--- config.mk ---
export PLATFORM = sky130hd
export DESIGN_NAME = swk_sqrt_cell
export DESIGN_NICKNAME = d
export VERILOG_FILES = /design/src/hdl/swk_pkg.sv /design/src/hdl/swk_sqrt_cell.sv
export SDC_FILE = /design/constraint.sdc
export NUM_CORES = 1
export LEC_CHECK = 0
export BUFFER_PORTS_ARGS = -buffer_cell sky130_fd_sc_hd__buf_2
export CELL_PAD_IN_SITES_DETAIL_PLACEMENT = 2
export CELL_PAD_IN_SITES_GLOBAL_PLACEMENT = 2
export CORE_MARGIN = 2
export CORE_UTILIZATION = 28
export CTS_CLUSTER_DIAMETER = 80
export DETAILED_ROUTE_END_ITERATION = 8
export PLACE_DENSITY = 0.83
export SYNTH_ARGS = -nofsm -noshare
export SYNTH_HDL_FRONTEND = slang
export SYNTH_SLANG_ARGS = --single-unit
--- constraint.sdc ---
create_clock -name i_clk -period 4.93 [get_ports i_clk]
set_clock_uncertainty 0.05 [all_clocks]
set_input_delay 0.7395 -clock i_clk [delete_from_list [all_inputs] [get_ports i_clk]]
set_output_delay 0.7395 -clock i_clk [all_outputs]
set_load 0.005 [all_outputs]
--- src/hdl/swk_pkg.sv ---
`timescale 1ns / 1ps

package swk_pkg;

    localparam int CORNER_W = 19;   // corner component, signed, scale 2^15
    localparam int RAD_W    = 36;   // sum of squares
    localparam int ROOT_W   = 18;   // magnitude
    localparam int REM_W    = 20;   // sqrt remainder
    localparam int SQ_STEPS = 18;   // one root bit per cell
    localparam int CORD_W   = 34;   // CORDIC x/y, corner * 4096 plus growth
    localparam int ATAN_N   = 24;
    localparam int SPEED_W  = 15;
    localparam int ANGLE_W  = 16;
    localparam int CFG_IDX_W = 2;

    localparam logic [CFG_IDX_W-1:0] CFG_LENGTH_RATIO = 2'd0;
    localparam logic [CFG_IDX_W-1:0] CFG_WIDTH_RATIO  = 2'd1;
    localparam logic [CFG_IDX_W-1:0] CFG_SPEED_SCALE  = 2'd2;

    localparam logic [15:0] RATIO_ONE = 16'd16384;

    typedef struct packed {
        logic signed [15:0] move_x;
        logic signed [15:0] move_y;
        logic signed [15:0] turn_rate;
    } t_cmd;

    typedef struct packed {
        logic [SPEED_W-1:0]        front_left_speed;
        logic [SPEED_W-1:0]        back_left_speed;
        logic [SPEED_W-1:0]        front_right_speed;
        logic [SPEED_W-1:0]        back_right_speed;
        logic signed [ANGLE_W-1:0] front_left_angle;
        logic signed [ANGLE_W-1:0] back_left_angle;
        logic signed [ANGLE_W-1:0] front_right_angle;
        logic signed [ANGLE_W-1:0] back_right_angle;
    } t_res;

    typedef struct packed {
        logic signed [CORD_W-1:0] x;
        logic signed [CORD_W-1:0] y;
        logic [31:0]              z;
        logic                     zero;
    } t_cord;

    typedef struct packed {
        logic [RAD_W-1:0]  rad;
        logic [ROOT_W-1:0] root;
        logic [REM_W-1:0]  rem;
    } t_sqrt;

    // atan(2^-i) / pi * 2^31
    function automatic logic [31:0] swk_atan(input logic [4:0] idx);
        case (idx)
            5'd0:  swk_atan = 32'd536870912;
            5'd1:  swk_atan = 32'd316933406;
            5'd2:  swk_atan = 32'd167458907;
            5'd3:  swk_atan = 32'd85004756;
            5'd4:  swk_atan = 32'd42667331;
            5'd5:  swk_atan = 32'd21354465;
            5'd6:  swk_atan = 32'd10680862;
            5'd7:  swk_atan = 32'd5340245;
            5'd8:  swk_atan = 32'd2670163;
            5'd9:  swk_atan = 32'd1335087;
            5'd10: swk_atan = 32'd667544;
            5'd11: swk_atan = 32'd333772;
            5'd12: swk_atan = 32'd166886;
            5'd13: swk_atan = 32'd83443;
            5'd14: swk_atan = 32'd41722;
            5'd15: swk_atan = 32'd20861;
            5'd16: swk_atan = 32'd10430;
            5'd17: swk_atan = 32'd5215;
            5'd18: swk_atan = 32'd2608;
            5'd19: swk_atan = 32'd1304;
            5'd20: swk_atan = 32'd652;
            5'd21: swk_atan = 32'd326;
            5'd22: swk_atan = 32'd163;
            5'd23: swk_atan = 32'd81;
            default: swk_atan = 32'd0;
        endcase
    endfunction

endpackage

--- src/hdl/swk_sqrt_cell.sv ---
`timescale 1ns / 1ps

module swk_sqrt_cell #(
    parameter int STEP   = 0,
    parameter bit ACTIVE = 1'b1
) (
    input  logic           i_clk,
    input  swk_pkg::t_sqrt i_d,
    output swk_pkg::t_sqrt o_q
);

    localparam int RW = swk_pkg::REM_W;
    localparam int PAIR_HI = (ACTIVE) ? swk_pkg::RAD_W - 1 - 2 * STEP : 1;

    swk_pkg::t_sqrt r_q;
    swk_pkg::t_sqrt n_q;
    logic [RW+1:0]  w_rem_s;
    logic [RW+1:0]  w_trial;

    always_comb begin
        w_rem_s = {i_d.rem, i_d.rad[PAIR_HI -: 2]};
        w_trial = {2'b00, i_d.root, 2'b01};
        n_q     = i_d;
        if (ACTIVE) begin
            if (w_rem_s >= w_trial) begin
                n_q.rem  = RW'(w_rem_s - w_trial);
                n_q.root = {i_d.root[swk_pkg::ROOT_W-2:0], 1'b1};
            end else begin
                n_q.rem  = RW'(w_rem_s);
                n_q.root = {i_d.root[swk_pkg::ROOT_W-2:0], 1'b0};
            end
        end
    end

    always_ff @(posedge i_clk) begin
        r_q <= n_q;
    end

    assign o_q = r_q;

endmodule

# Word level (Yosys, flattened, before mapping)
# Index checks and enable logic that the tools add are counted.
# W data, S select, Z words.
# totals
reg_bits	74
latchBits	0
ram_bits	0
mem_bits_ro	0
mem_count	0
# op_classes
addsub	1
mul	0
n_div	0
magnitude_cmp	1
eq_ne	0
n_shift	0
n_mux	1
bitwise	0
reduce_logical	0
# ops
op	n
$ge A22 B20 Y1	1
$mux W21	1
$sub A20 B20 Y20	1

# Logic depth before layout (Yosys ltp)
# logic_depth
ltp_word	2
mapped_depth	11
mapped_depth_nobuf	9

# Worst setup path before layout
# No wires, ideal clock.
# synth_timing
kind	input-to-reg
startpoint	input i_d[27] in the netlist's numbering
endpoint	register r_q, in the netlist o_q[10]
setup_time_ns	0.121
arrival_time_ns	2.799
t_required_ns	4.759
setup_slack_ns	1.960
stages	10
path_buffers	2
path_cell_list	inv_1 > ha_1 > buf_6 > a21o_1 > o21bai_1 > a221o_1 > a221oi_2 > a22oi_2 > buf_6 > mux2_4
# synth_lines
item	line_no	source
start, declared	swk_sqrt_cell.sv:8	input swk_pkg::t_sqrt i_d,
end signal, assigned	swk_sqrt_cell.sv:36	r_q <= n_q;
end, declared	swk_sqrt_cell.sv:15	swk_pkg::t_sqrt r_q;

==> results.tsv <==
metric	value	unit
status	finished, final reports clean	
Area contributors post-synth	dfxtp_1 (53%), ha_1 (8.9%), mux2_4 (7.5%), xnor2_1 (3.8%), inv_1 (3.2%)	
fillcell total	1105	
Setup-failing EPs final	0	
power density cells	386.4	nW/µm²
Synth async-reset ratio	0	
GRT Total Usage	0.1900	
EDFF count, synth	0	
Residual DRC	0	
worst slack at placement	1156	ps
largest net degree at the start of global routing	15	
CP required	5130	ps
area of the multi-input gates	1180	µm²
drt pass-1 iters	4	
CTS tree	done	
Distinct cells, synth	33	
largest family of logic cells by synthesized area	compound AO/OA/AOI/OAI gates	
Std-Cell Core Area	9729	µm²
gpl congestion	0.7420	
Final Max Tran Viols	0	
fmax	295.1	MHz
Post-CTS Setup Bufs	0	
Resized Gates After CTS	0	
Via Count	2450	
H-tree levels	3	
ANT nets after route	0	
drt initial violations	40	
max FFs per register	74	
met3 GRT Util	0.08208	
worst min path class	in -> reg	
Layout area overhead	38.43	%
slew margin rel.	0.3124	
share of Yosys cell area claimed by the top area cell type	0.5298	
Worst Setup End Kind	register	
top-count cell post-synth	dfxtp_1	
mean post-synth cell area	11.23	µm²
dpl cells	525	
VDD IR max	150.5	µV
antenna violations before repair	1	
ant diodes	0	
Clock Sink Count	74	
RSZ-0062 raised after global routing	false	
IO Count	149	
first-pass GRT wire length	15710	µm
Synth Area in Adders	0.08949	
Compound-Gate Fraction of Synth Area	0.1221	
Yosys top cell by area	dfxtp_1	
setup ws final	1541	ps
Slew @ Worst Pin	1031	ps
Routed WL per cell	18.38	µm
Fin. Hold Viols	0	
vias in the first global route	2792	
Root Driver	clkbuf_8	
IO buf count	148	
most common library cells after synthesis	dfxtp_1 (74), inv_1 (24), ha_1 (20), a21oi_1 (17)	
crit-path max FO	14	
HPWL after detailed placement	8069	µm
post-synthesis net count	344	
prevailing post-synth register cell	dfxtp_1	
Hold-fix buffers, CTS	0	
Final period util	0.6874	
mapped cell area	2796	µm²
site row count	36	
DR vias/cell	4.529	
Synthesis Warnings	0	
clock slew at reported path FFs	80	ps
final WL	9942	µm
die width	103.9	µm
synthesized flop and latch total	74	
Syn Inst Count	249	
GRT overflow	0	
share of layout cells above drive strength 1	0.4485	
met2 Use GR	0.3459	
Startpoint Class	input port	
Sequential Area	1481	µm²
sequential area share after synthesis	0.5298	
post-synthesis mux area share	0.08725	
xor-xnor portion of the synthesized cell area	0.05951	
post-route insts no fill	541	
Synth Area in Simple Gates	0.06353	
final net count	498	
Tmin final	3389	ps
setup TNS	0	ps
Die Y	103.9	µm
critical path class	in -> reg	
CP arrival	3590	ps
Max Cap Viol	0	
M1 GR Usage	0.2022	
CTS Buf Count	9	
Pleak	1.978	nW
gr busiest metal	met2	
CTS Buffer Depth	2	
Starting Density	0.2874	
Die ar.	10800	µm²
final cells by class:
cell class	instances	share of cell area
clock buffers	13	0.04105
clock inverters	3	0.01196
inverters	24	0.02327
multi-input cells	145	0.3048
flip-flops and latches	74	0.3827
well taps	133	0.04299
repair buffers	149	0.1933
final timing paths:
path,depth (start not counted),slack (ps),end,from
worst max-delay path,10,1540,o_q[3],i_d[26]
worst min-delay path,1,430,o_q[50],i_d[50]
power by group:
group          internal [W]  switching (W)
logic              0.000164       0.000160
registers          0.000660      0.0000183
clock network      0.000264       0.000229
total               0.00109       0.000408
critical path, stage by stage:
cell	delay, ps
buf_2	80
inv_1	40
ha_1	430
nand2_1	160
o21bai_1	260
a221o_1	220
a221oi_2	100
a22oi_2	810
buf_4	360
mux2_2	360
metal layers:
| metal | part of all wire | wire (µm) |
|---|---|---|
| met1 | 0.38 | 3825 |
| met3 | 0.072 | 717 |
| met2 | 0.53 | 5269 |
| met4 | 0.012 | 116 |
| met5 | 0.0013 | 13 |
cell families after synthesis:
group           count (synthesis)
buf+inv                        30
mux                            17
compound gates                 50
fa+ha+maj                      20
xor+xnor                       19
simple gates                   39
flops                          74
stage by stage:
step	area [µm²]	util	hold slack, ps	total power [W]
after detailed placement	3666	0.3768	793.7	0.001017
after global placement	3666	0.3768	792.5	0.0009956
final	3871	0.3979	429.3	0.001496
after CTS	3871	0.3979	411.3	0.001520
after floorplan	2796	-	717.2	0.0008704
after global routing	3871	0.3979	399.5	0.001583
placed cells by master (no fill, tap or decap), types with 5 or more instances in the layout:
master,n
buf_2,148
dfxtp_1,74
inv_1,24
ha_1,20
a21oi_1,17
nand2_1,14
mux2_4,14
xnor2_1,12
clkbuf_8,11
nor2_1,9
a21o_1,7
o21ai_0,7
xor2_1,7
nand3_1,6
nand4_1,5
(Power assumes the default switching activity.)
