<file path="config.mk">
export PLATFORM = sky130hd
export DESIGN_NAME = swk_cordic_cell
export DESIGN_NICKNAME = d
export VERILOG_FILES = /design/src/hdl/swk_pkg.sv /design/src/hdl/swk_cordic_cell.sv
export SDC_FILE = /design/constraint.sdc
export NUM_CORES = 1
export LEC_CHECK = 0
export BUFFER_PORTS_ARGS = -buffer_cell sky130_fd_sc_hd__buf_4
export CAP_MARGIN = 25
export CORE_MARGIN = 10
export CORE_UTILIZATION = 49
export CTS_CLUSTER_DIAMETER = 80
export DETAILED_ROUTE_END_ITERATION = 8
export HOLD_SLACK_MARGIN = 0.05
export PLACE_DENSITY = 0.81
export SKIP_CTS_REPAIR_TIMING = 1
export SYNTH_ARGS = -nofsm -noshare
export SYNTH_HDL_FRONTEND = slang
export SYNTH_SLANG_ARGS = --single-unit
</file>
<file path="constraint.sdc">
create_clock -name i_clk -period 3 [get_ports i_clk]
set_input_delay 0.6 -clock i_clk [delete_from_list [all_inputs] [get_ports i_clk]]
set_output_delay 0.6 -clock i_clk [all_outputs]
set_load 0.05 [all_outputs]
</file>
<file path="src/hdl/swk_pkg.sv">
`timescale 1ns / 1ps

package swk_pkg;

    localparam int CORNER_W = 19;   // corner component, signed, scale 2^15
    localparam int RAD_W    = 36;   // sum of squares
    localparam int ROOT_W   = 18;   // magnitude
    localparam int REM_W    = 20;   // sqrt remainder
    localparam int SQ_STEPS = 18;   // one root bit per cell
    localparam int CORD_W   = 34;   // CORDIC x/y, corner * 4096 plus growth
    localparam int ATAN_N   = 24;
    localparam int SPEED_W  = 15;
    localparam int ANGLE_W  = 16;
    localparam int CFG_IDX_W = 2;

    localparam logic [CFG_IDX_W-1:0] CFG_LENGTH_RATIO = 2'd0;
    localparam logic [CFG_IDX_W-1:0] CFG_WIDTH_RATIO  = 2'd1;
    localparam logic [CFG_IDX_W-1:0] CFG_SPEED_SCALE  = 2'd2;

    localparam logic [15:0] RATIO_ONE = 16'd16384;

    typedef struct packed {
        logic signed [15:0] move_x;
        logic signed [15:0] move_y;
        logic signed [15:0] turn_rate;
    } t_cmd;

    typedef struct packed {
        logic [SPEED_W-1:0]        front_left_speed;
        logic [SPEED_W-1:0]        back_left_speed;
        logic [SPEED_W-1:0]        front_right_speed;
        logic [SPEED_W-1:0]        back_right_speed;
        logic signed [ANGLE_W-1:0] front_left_angle;
        logic signed [ANGLE_W-1:0] back_left_angle;
        logic signed [ANGLE_W-1:0] front_right_angle;
        logic signed [ANGLE_W-1:0] back_right_angle;
    } t_res;

    typedef struct packed {
        logic signed [CORD_W-1:0] x;
        logic signed [CORD_W-1:0] y;
        logic [31:0]              z;
        logic                     zero;
    } t_cord;

    typedef struct packed {
        logic [RAD_W-1:0]  rad;
        logic [ROOT_W-1:0] root;
        logic [REM_W-1:0]  rem;
    } t_sqrt;

    // atan(2^-i) / pi * 2^31
    function automatic logic [31:0] swk_atan(input logic [4:0] idx);
        case (idx)
            5'd0:  swk_atan = 32'd536870912;
            5'd1:  swk_atan = 32'd316933406;
            5'd2:  swk_atan = 32'd167458907;
            5'd3:  swk_atan = 32'd85004756;
            5'd4:  swk_atan = 32'd42667331;
            5'd5:  swk_atan = 32'd21354465;
            5'd6:  swk_atan = 32'd10680862;
            5'd7:  swk_atan = 32'd5340245;
            5'd8:  swk_atan = 32'd2670163;
            5'd9:  swk_atan = 32'd1335087;
            5'd10: swk_atan = 32'd667544;
            5'd11: swk_atan = 32'd333772;
            5'd12: swk_atan = 32'd166886;
            5'd13: swk_atan = 32'd83443;
            5'd14: swk_atan = 32'd41722;
            5'd15: swk_atan = 32'd20861;
            5'd16: swk_atan = 32'd10430;
            5'd17: swk_atan = 32'd5215;
            5'd18: swk_atan = 32'd2608;
            5'd19: swk_atan = 32'd1304;
            5'd20: swk_atan = 32'd652;
            5'd21: swk_atan = 32'd326;
            5'd22: swk_atan = 32'd163;
            5'd23: swk_atan = 32'd81;
            default: swk_atan = 32'd0;
        endcase
    endfunction

endpackage

</file>
<file path="src/hdl/swk_cordic_cell.sv">
`timescale 1ns / 1ps

module swk_cordic_cell #(
    parameter int SHIFT  = 0,
    parameter bit ACTIVE = 1'b1
) (
    input  logic          i_clk,
    input  swk_pkg::t_cord i_d,
    output swk_pkg::t_cord o_q
);

    localparam logic [31:0] ATAN = swk_pkg::swk_atan(5'(SHIFT));

    swk_pkg::t_cord r_q;
    swk_pkg::t_cord n_q;

    always_comb begin
        n_q = i_d;
        if (ACTIVE) begin
            if (i_d.y >= 0) begin
                n_q.x = i_d.x + (i_d.y >>> SHIFT);
                n_q.y = i_d.y - (i_d.x >>> SHIFT);
                n_q.z = i_d.z + ATAN;
            end else begin
                n_q.x = i_d.x - (i_d.y >>> SHIFT);
                n_q.y = i_d.y + (i_d.x >>> SHIFT);
                n_q.z = i_d.z - ATAN;
            end
        end
    end

    always_ff @(posedge i_clk) begin
        r_q <= n_q;
    end

    assign o_q = r_q;

endmodule

</file>
### After elaboration in Yosys (flattened, before gate mapping)

Cells that the tools add are included.

* memories kept: 0
* flip-flop bits (word level): 101
* latch bits: 0
* bits in writable memories: 0
* input bits: 102
* ROM bits: 0
* output and inout port bits: 101
* word-level logic and storage cells: 11

* equal/unequal tests: 0
* shift operators: 0
* bitwise operators: 0
* multiply operators: 0
* reductions and logical operators: 0
* order comparisons: 1
* mux-type cells: 1
* $add $sub $neg: 5
* divide/modulo/power cells: 0

Operators with widths (number)
* $mux 100: 1
* $sub 34x34->34: 2
* $add 34x34->34: 1
* $ge 34x1->1 const B: 1
* $add 32x30->32 const B: 1
* $sub 32x30->32 const B: 1

### Depth between registers and ports, before layout

* word-level depth: 2
* mapped depth: 12
* mapped depth without buffers: 12

### Worst setup path before layout

Ideal clock, no wire load.

* path type: input to register
* start point: in i_d[33] in the netlist's numbering
* end point: reg r_q, in the netlist o_q[99]
* cell stages on the path: 11
* arrival: 2.909 ns
* path buffers: 0
* path slack: 0.019 ns
* data required time: 2.928 ns
* setup time: 0.072 ns
* cell sequence: ha_1 -> fa_1 -> nor2b_1 -> o221ai_1 -> a21oi_1 -> o31ai_2 -> o2111ai_1 -> a311oi_1 -> o311ai_1 -> o311ai_2 -> xor2_1

RTL lines
* start, declared: RTL line swk_cordic_cell.sv:8 `input swk_pkg::t_cord i_d,`
* end signal, assigned: RTL line swk_cordic_cell.sv:33 `r_q <= n_q;`
* end, declared: RTL line swk_cordic_cell.sv:14 `swk_pkg::t_cord r_q;`

==> out/metrics.yaml <==
status: "complete, no violations"
path_common_cell: "buf_4"
synthMuxAreaShare_pct: 2.15
syn_nets: 1216
die_area_um2: 21600
irDropWorstVdd_v: 0.000306
fillers: 1295
max_freq_mhz: 343
yosysTopAreaCellShare_pct: 25.4
worstPathRequired_ps: 3290
cts_root_buf: "clkbuf_16"
grt_overflow: 0
syn_area_per_cell_um2: 7.81
synth_adder_area_share_pct: 16.7
setup_viol: 0
synth_xor_area_share_pct: 7.32
grtUsageTotal_pct: 25.5
total_power_uw: 6010
die_x_um: 147
antenna_found_initial: 0
drt_first_iter_violations: 792
synth_compound_area_share_pct: 27.5
post-synth-top-area-cell: "dfxtp_1"
final.min_clock_period_ps: 2910
post_drt_wl_per_cell_um: 18.3
rsz0062_at_grt: "true"
cp.arrival_ps: 3210
final_util_pct: 72.2
hold_path_depth: 1
core_um2: 15800
hpwl_um: 23300
grt_start_max_net_pins: 42
ys_async_sr_fraction_pct: 0
powerDensity_nw_per_um2: 526
drtPass1Iterations: 5
area_growth_pct: 44.7
synth_warnings: 0
n_antenna_cell: 0
syn_inst: 1011
startpoint_type: "input pin"
vias: 8927
initial_core_util_pct: 49.9
cts_tree: "done"
whs_endpoint: "o_q[28]$_DFF_P_"
cts_buffers: 9
yosysUniqueCellTypes: 70
layout.nets: 1577
synthTopCellsByArea: "dfxtp_1 25%, ha_1 16%, a21oi_1 8.0%, xnor2_1 6.2%, inv_1 4.8%"
routed_wl_um: 29100
drtAntennaViolNets: 0
via_per_inst: 5.60
endpoint_kind: "flip-flop"
hold_path_class: "in2reg"
tns_ps: 0
io_buffer_count: 202
remaining_drc_errors: 0
yosysSeqAreaShare_pct: 25.4
clkSinkCount: 100
rows: 46
min_period_over_period_pct: 97.1
clk_pin_slew_ps: 70
drive_gt1_share_pct: 33.1
cp_top_family: "compound AO/OA/AOI/OAI gates"
die_h_um: 147
slew_viol_final: 0
worstHoldStart: "i_d[28]"
grt_pass1_wl_um: 45700
max_stage_delay_ps: 340
max_slew_margin_pct: 55.9
tightest_slew_ps: 654
path_depth: 15
synth-seq-cells: 100
synthFlopType: "dfxtp_1"
synthSimpleGateAreaFrac_pct: 13.4
grt_pass1_vias: 8921
largest_reg_flops: 100
io_pins: 203
cp_max_fo: 3
cap_violations: 0
regArea_um2: 2000
gp_congestion: 0.980
path_buf_inv: 4
crit_slowest_cell: "fa_2"
worstPathCellList: "buf_4 -> inv_1 -> ha_1 -> fa_2 -> nand3b_1 -> a21oi_2 -> o22ai_4 -> o211ai_1 -> buf_4 -> a41oi_2 -> a21oi_1 -> buf_4 -> a211oi_1 -> a21oi_1 -> xor2_1"
critPathKind: "in2reg"
clk_path_buf_depth: 2
synth_top_family_by_area: "compound AO/OA/AOI/OAI gates"
synth_area_um2: 7900
hold_viol_final: 0
h-tree-depth: 3
synth_edf_count: 0
leakage_uw: 0.00559
multiInputGateArea_um2: 5450
-- cells in the mapped netlist (all sizes together), types with 7 or more instances --
cell and number:
a211oi 9, a21o 17, a21oi 127, buf 15
clkbuf 31, dfxtp 100, ha 99, inv 106
mux2i 17, nand2 55, nand2b 9, nand3 9
nand4 11, nor2 80, nor2b 10, nor3 23
o211ai 11, o21a 7, o21ai 70, o21bai 24
o221ai 9, o31ai 10, or3 10, xnor2 56
xor2 10
-- cells by family after synthesis --
family / after synthesis
adder cells (fa/ha/maj): 103
buffers and inverters: 155
AND/OR/NAND/NOR: 227
multiplexers: 17
AO/OA/AOI/OAI: 343
XOR/XNOR: 66
flip-flops: 100
-- report_power, final --
| group | switching [uW] | internal, uW |
|---|---|---|
| Sequential | 70.5 | 1570 |
| Combinational | 1950 | 1130 |
| Clock | 597 | 689 |
-- layout by cell type (no fill, tap or decap), types with 10 or more instances in the layout --
cell type | Yosys | final
nand2_1 | 55 | 55
o211ai_1 | 10 | 10
xnor2_1 | 56 | 56
mux2i_1 | 17 | 17
o21bai_1 | 24 | 22
xor2_1 | 10 | 10
nand4_1 | 11 | 11
buf_4 | 1 | 395
nor3_1 | 22 | 22
a21oi_1 | 127 | 119
inv_1 | 101 | 101
a21o_1 | 17 | 17
ha_1 | 99 | 99
dfxtp_1 | 100 | 100
nor2_1 | 80 | 78
o21ai_0 | 65 | 64
nor2b_1 | 10 | 10
-- cell type report --
cell class | instances | share of cell area (%)
tap | 216 | 2.36
multi-input combinational | 756 | 47.7
clock inverter | 6 | 0.679
sequential | 100 | 17.5
clock buffer | 10 | 2.09
timing repair buffer | 396 | 26.1
inverter | 109 | 3.58
-- per-stage QoR --
stage	setup slack [ps]	hold slack (ps)	instance area [um^2]	instances
global route	-23.5	331	11400	1593
detailed placement	-415	706	10900	1573
floorplan	18.9	628	7900	1011
CTS	-86.8	333	11300	1589
global placement	-372	705	10900	1573
finish	85.9	336	11400	1593
-- metal layers --
layer | track usage [%] | up-vias | part of all wire (%)
met5 | 0 | - | 0
met4 | 8.62 | 0 | 2.8
met3 | 5.74 | 67 | 8.4
met2 | 42.6 | 477 | 47
met1 | 31.8 | 4124 | 42
li1 | - | 4259 | -
-- worst max path at each step --
| stage | startpoint | to | slack (ps) |
|---|---|---|---|
| floorplan | i_d[33] | o_q[99]$_DFF_P_ | 20 |
| CTS | i_d[33] | o_q[63]$_DFF_P_ | -90 |
| detailed placement | i_d[33] | o_q[63]$_DFF_P_ | -420 |
| finish | i_d[33] | o_q[59]$_DFF_P_ | 90 |
| global placement | i_d[33] | o_q[63]$_DFF_P_ | -370 |
| global route | i_d[33] | o_q[99]$_DFF_P_ | -20 |
Note: power is estimated with default switching activity, not from simulation.
